===== src/design/dmc_pkg.sv =====
`default_nettype none
// ----------------------------------------------------------------------------
// Direct-mapped cache tag cost model: shared definitions
// Widths, register map, reset values and the configuration bundle.
// ----------------------------------------------------------------------------
package dmc_pkg;

  localparam int DEF_BLOCK_BITS = 4;
  localparam int DEF_INDEX_BITS = 8;

  localparam int ADDR_W    = 32;
  localparam int COUNT_W   = 4;
  localparam int CFG_W     = 16;
  localparam int COST_OUT_W = 32;
  localparam int TALLY_W   = 4;
  localparam int MAX_BYTES = 8;
  localparam int SPAN_W    = 3;

  // Largest access cost is eight lines of one lookup plus two line moves of
  // at most eight block bits each, which stays below 2^24.
  localparam int COST_W = 24;

  localparam int APB_DATA_W = 32;
  localparam int PADDR_W    = 3;

  localparam logic [CFG_W-1:0] HIT_COST_RST  = CFG_W'(1);
  localparam logic [CFG_W-1:0] MISS_COST_RST = CFG_W'(10);

  typedef enum logic [0:0] {
    REG_HIT_COST  = 1'b0,
    REG_MISS_COST = 1'b1
  } reg_idx_t;

  typedef struct packed {
    logic [CFG_W-1:0] hit_cost;
    logic [CFG_W-1:0] miss_cost;
  } cfg_t;

endpackage
`default_nettype wire


===== src/design/dmc_cfg.sv =====
`default_nettype none
// ----------------------------------------------------------------------------
// Direct-mapped cache tag cost model: configuration registers
// APB-style register file holding the lookup cost and the line move cost.
// ----------------------------------------------------------------------------
module dmc_cfg import dmc_pkg::*; (
  input  wire logic                  clk,
  input  wire logic                  rst,
  input  wire logic                  psel,
  input  wire logic                  penable,
  input  wire logic                  pwrite,
  input  wire logic [PADDR_W-1:0]    paddr,
  input  wire logic [APB_DATA_W-1:0] pwdata,
  output logic      [APB_DATA_W-1:0] prdata,
  output logic                       pready,
  output cfg_t                       cfg
);

  reg_idx_t reg_idx;
  logic     wr_en;

  assign reg_idx = reg_idx_t'(paddr[PADDR_W-1:2]);
  assign pready  = 1'b1;
  assign wr_en   = psel && penable && pwrite && pready;

  always_ff @(posedge clk) begin
    if (rst) begin
      cfg.hit_cost  <= HIT_COST_RST;
      cfg.miss_cost <= MISS_COST_RST;
    end else if (wr_en) begin
      unique case (reg_idx)
        REG_HIT_COST:  cfg.hit_cost  <= pwdata[CFG_W-1:0];
        REG_MISS_COST: cfg.miss_cost <= pwdata[CFG_W-1:0];
        default:       ;
      endcase
    end
  end

  always_comb begin
    unique case (reg_idx)
      REG_HIT_COST:  prdata = APB_DATA_W'(cfg.hit_cost);
      REG_MISS_COST: prdata = APB_DATA_W'(cfg.miss_cost);
      default:       prdata = '0;
    endcase
  end

endmodule
`default_nettype wire


===== config.mk =====
export PLATFORM = sky130hd
export DESIGN_NAME = dmc_cfg
export DESIGN_NICKNAME = d
export VERILOG_FILES = /design/src/design/dmc_pkg.sv /design/src/design/dmc_cfg.sv
export SDC_FILE = /design/constraint.sdc
export NUM_CORES = 1
export LEC_CHECK = 0
export BUFFER_PORTS_ARGS = -buffer_cell sky130_fd_sc_hd__buf_2
export CORE_ASPECT_RATIO = 1.4
export CORE_MARGIN = 2
export CORE_UTILIZATION = 38
export DETAILED_ROUTE_END_ITERATION = 10
export PLACE_DENSITY_LB_ADDON = 0.05
export SETUP_SLACK_MARGIN = 0.3
export SYNTH_ARGS = -nofsm -noshare
export SYNTH_HDL_FRONTEND = slang
export SYNTH_SLANG_ARGS = --single-unit

===== constraint.sdc =====
create_clock -name clk -period 1 [get_ports clk]
set_clock_uncertainty 0.2 [all_clocks]
set_input_delay 0.05 -clock clk [delete_from_list [all_inputs] [get_ports clk]]
set_output_delay 0.05 -clock clk [all_outputs]
set_load 0.05 [all_outputs]

### Word level (Yosys, flattened, before mapping)

Cells that the tools add are included.

* register bits: 32
* word-level logic and storage cells: 8

* mux-type cells: 1
* bitwise gates (word level): 1
* reduce and logical (&&, ||, !) cells: 4

Operator list (count)
* $pmux W32 S2: 1
* $reduce_and A2 Y1: 2
* $logic_and A1 B1 Y1: 2
* $not A1 Y1: 1

### Logic depth before layout (Yosys ltp)

* depth in word-level cells: 3
* mapped depth: 4
* gate-level depth less buffers: 2

### Least setup slack after synthesis

No wires, ideal clock.

* path type: flip-flop to output port
* start point: register cfg[0] (netlist name)
* end point: output port prdata[0]
* arrival time: 1.049 ns
* stages on the path, launching flop included: 2
* buffers on the path: 0
* path slack: -0.299 ns
* path through: dfxtp_1 -> mux2_2

* cells in the longest elaborated chain, start to end: 1

RTL lines
* start, declared: line dmc_cfg.sv:16 `output cfg_t cfg`
* $pmux W32 S2: line dmc_cfg.sv:40 `unique case (reg_idx)`
* end, declared: line dmc_cfg.sv:14 `output logic [APB_DATA_W-1:0] prdata,`

Every way passes these cells. The select of a mux whose other input is x is not followed.

### Worst setup path after layout

* start point: register cfg[24] (netlist name)
* end point: output port prdata[8]

The elaborated chain is that of the path after synthesis.

==> impl_metrics.py <==
metrics = {
    "setup_path": {
        "rr_startpoint": "cfg[0]",
        "start_kind": "flop",
        "reg2reg_setup_slack_ps": -100,
        "required_ps": 750,
        "critical_path.endpoint_type": "primary output",
        "crit_arrival_ps": 1070,
        "r2r_cells": 5,
        "cp_max_fo": 2,
        "reg2reg_to": "cfg[0]",
        "worstSetupPathType": "flop to primary output",
    },
    "finish": {
        "top_register": "cfg",
        "largest_reg_flops": 32,
        "drive_gt1_share_pct": 69.6,
        "nets": 325,
        "top_regs": "cfg (32)",
        "diodes": 0,
        "final_cells": 346,
        "syn2layout_area_growth_pct": 105,
    },
    "clock_network": {
        "cts_root_buf": "clkbuf_8",
        "tritoncts": "done",
        "clk_latency_ps": 280,
        "cts_buffer_depth": 2,
        "cts.sinks": 32,
        "htree_levels": 2,
        "clk_pin_slew_ps": 60,
        "cts_made_buffers": 5,
    },
    "routing": {
        "drt-vias-per-instance": 4.59,
        "routed_wl_um": 5230,
        "routedWlPerCell_um": 15.1,
        "drc_errors": 0,
        "antenna_left": 0,
        "num_vias": 1588,
        "first_pass_iters": 4,
        "drt-initial-drc-count": 29,
    },
    "floorplanning": {
        "chipHeight_um": 83.0,
        "io_pins": 105,
        "die_w_um": 60.5,
        "initial_core_util_pct": 39.7,
        "core_region_area_um2": 4270,
        "die_area_um2": 5020,
        "fp-row-count": 28,
    },
    "placement": {
        "place.gp.congestion": 0.657,
        "dp_hpwl_um": 3180,
        "dp_cells": 317,
        "place_ws_ps": -225,
        "io_buffers": 69,
    },
    "sta": {
        "finalCriticalPeriod_ps": 1320,
        "fin_crit_sh_pct": 132,
        "finalWorstSetupSlack_ps": -321,
        "setup_tns_ps": -10150,
        "fmax_mhz": 757,
        "drv_slew": 0,
        "finalSetupViolCount": 53,
        "rsz0062_at_grt": "yes",
        "fin_hold_ws_ps": -157,
        "finalHoldViolations": 32,
    },
    "grt": {
        "grt_pass1_wl_um": 7400,
        "antenna_found_initial": 0,
        "gr-total-overflow": 0,
        "grt_pass1_vias": 1680,
        "grt_start_max_net_pins": 52,
        "grt_usage_pct": 19.2,
    },
    "synthesis": {
        "synth_top_family_by_area": "multiplexers",
        "syn_avg_cell_area_um2": 10.4,
        "synth_most_common_cell": "nand2b_1",
        "synth.distinct_cells": 13,
        "synthesis.area_um2": 1700,
        "synthAdderAreaFrac_pct": 0,
        "synth-simple-area-share_pct": 21.2,
        "synth-edff-count": 0,
        "synth-main-ff-cell": "dfxtp_1",
        "yosys.area.top_type": "dfxtp_1",
        "ys_seq_area_share_pct": 37.8,
        "synth_commonest_cells": "45 x nand2b_1, 32 x dfxtp_1, 32 x mux2i_1",
        "syn_inst": 163,
        "yosys_warnings": 0,
        "synth_area_leaders": "dfxtp_1 38%, mux2i_1 19%, nand2b_1 17%",
        "synth-seq-cells": 32,
        "synth_top_area_share_pct": 37.8,
        "synth-compound-area-share_pct": 0,
        "synth_xor_area_share_pct": 0,
        "synthMuxAreaShare_pct": 29.5,
        "postSynth.asyncResetShare_pct": 0,
    },
    "power_and_ir_drop": {
        "p_sw_mw": 1.01,
        "clkPwrFrac_pct": 30.2,
        "internal-power_mw": 2.10,
        "pwr-share-seq_pct": 40.5,
        "p_comb_share_pct": 29.3,
        "powerDensity_nw_per_um2": 893,
        "power_mw": 3.11,
        "worst_ir_drop_vdd_mv": 0.887,
        "p_leak_nw": 1.64,
        "power.share.switching_pct": 32.4,
    },
    "outcome": {
        "status": "finished, violations left",
        "violations": "hold timing, setup timing",
    },
    "worst_hold_path": {
        "holdPathEnd": "cfg[29]",
        "hold_path_depth": 3,
        "hp-start": "pwdata[13]",
        "hp-class": "primary input to flop",
    },
    "job": {
        "max-cap-violations": 0,
    },
}
[metrics by stage]
step                      util (%)  area (um^2)
after floorplan                  -         1950
after global placement        58.3         2490
after detailed placement      58.3         2490
after CTS                     73.9         3160
after global routing          81.4         3480
final                         81.4         3480
[critical path: stages, from the launching register on]
cell and delay, ps:
dfxtp_4 340, mux2_4 290, buf_6 160
[cell usage in the layout, fill, tap and decap left out, drive strengths merged]
cell      n
and4      1
and4b     1
buf     126
clkbuf    5
clkinv    3
conb     17
dfxtp    32
mux2     16
mux2i    32
nand2b   45
nand4     1
nand4b    1
nor2      6
[worst max-delay path by stage]
stage,depth (start not counted),from,slack (ps),end
2_1_floorplan,1,cfg[26],0.1,prdata[10]
3_3_place_gp,4,paddr[2],-150,prdata[5]
3_5_place_dp,3,rst,-220,cfg[24]
4_1_cts,2,cfg[26],-310,prdata[10]
5_1_grt,2,cfg[24],-350,prdata[8]
6_report,2,cfg[24],-320,prdata[8]
[cell families after synthesis]
family / Yosys count
other: 2
multiplexers: 48
flip-flops: 32
buffers and inverters: 26
AND/OR/NAND/NOR: 55
[power by group through the flow]
stage / sequential [mW] / clock [mW] / combinational, mW
2_1_floorplan: 1.38 / 0 / 0.462
3_3_place_gp: 1.28 / 0 / 0.687
3_5_place_dp: 1.28 / 0 / 0.702
4_1_cts: 1.26 / 0.965 / 0.833
5_1_grt: 1.26 / 1.04 / 0.946
6_report: 1.26 / 0.938 / 0.909
[per-layer routing]
layer / wire, um / up-vias / share of wire [%] / track usage, %
li1: - / 753 / - / -
met1: 1760 / 764 / 34 / 19.4
met2: 3090 / 58 / 59 / 35.7
met3: 254 / 13 / 4.9 / 4.83
met4: 128 / 0 / 2.4 / 7.11
met5: 0 / - / 0 / 0
[layout make-up]
cell class,instances,area (um^2)
multi-input combinational,120,1110
tap,60,75.1
clock buffer,5,68.8
fill,269,796
clock inverter,3,13.8
sequential,32,761
timing repair buffer,126,1450
[timing repair]
action | in CTS | in global routing
gates resized for setup | 158 | 43
endpoints found under the hold margin | 32 | 32
pin swaps | 0 | 2
setup buffers | 6 | 15
setup endpoints to repair | 80 | 80
No activity file was read; power rests on OpenSTA's default activity.
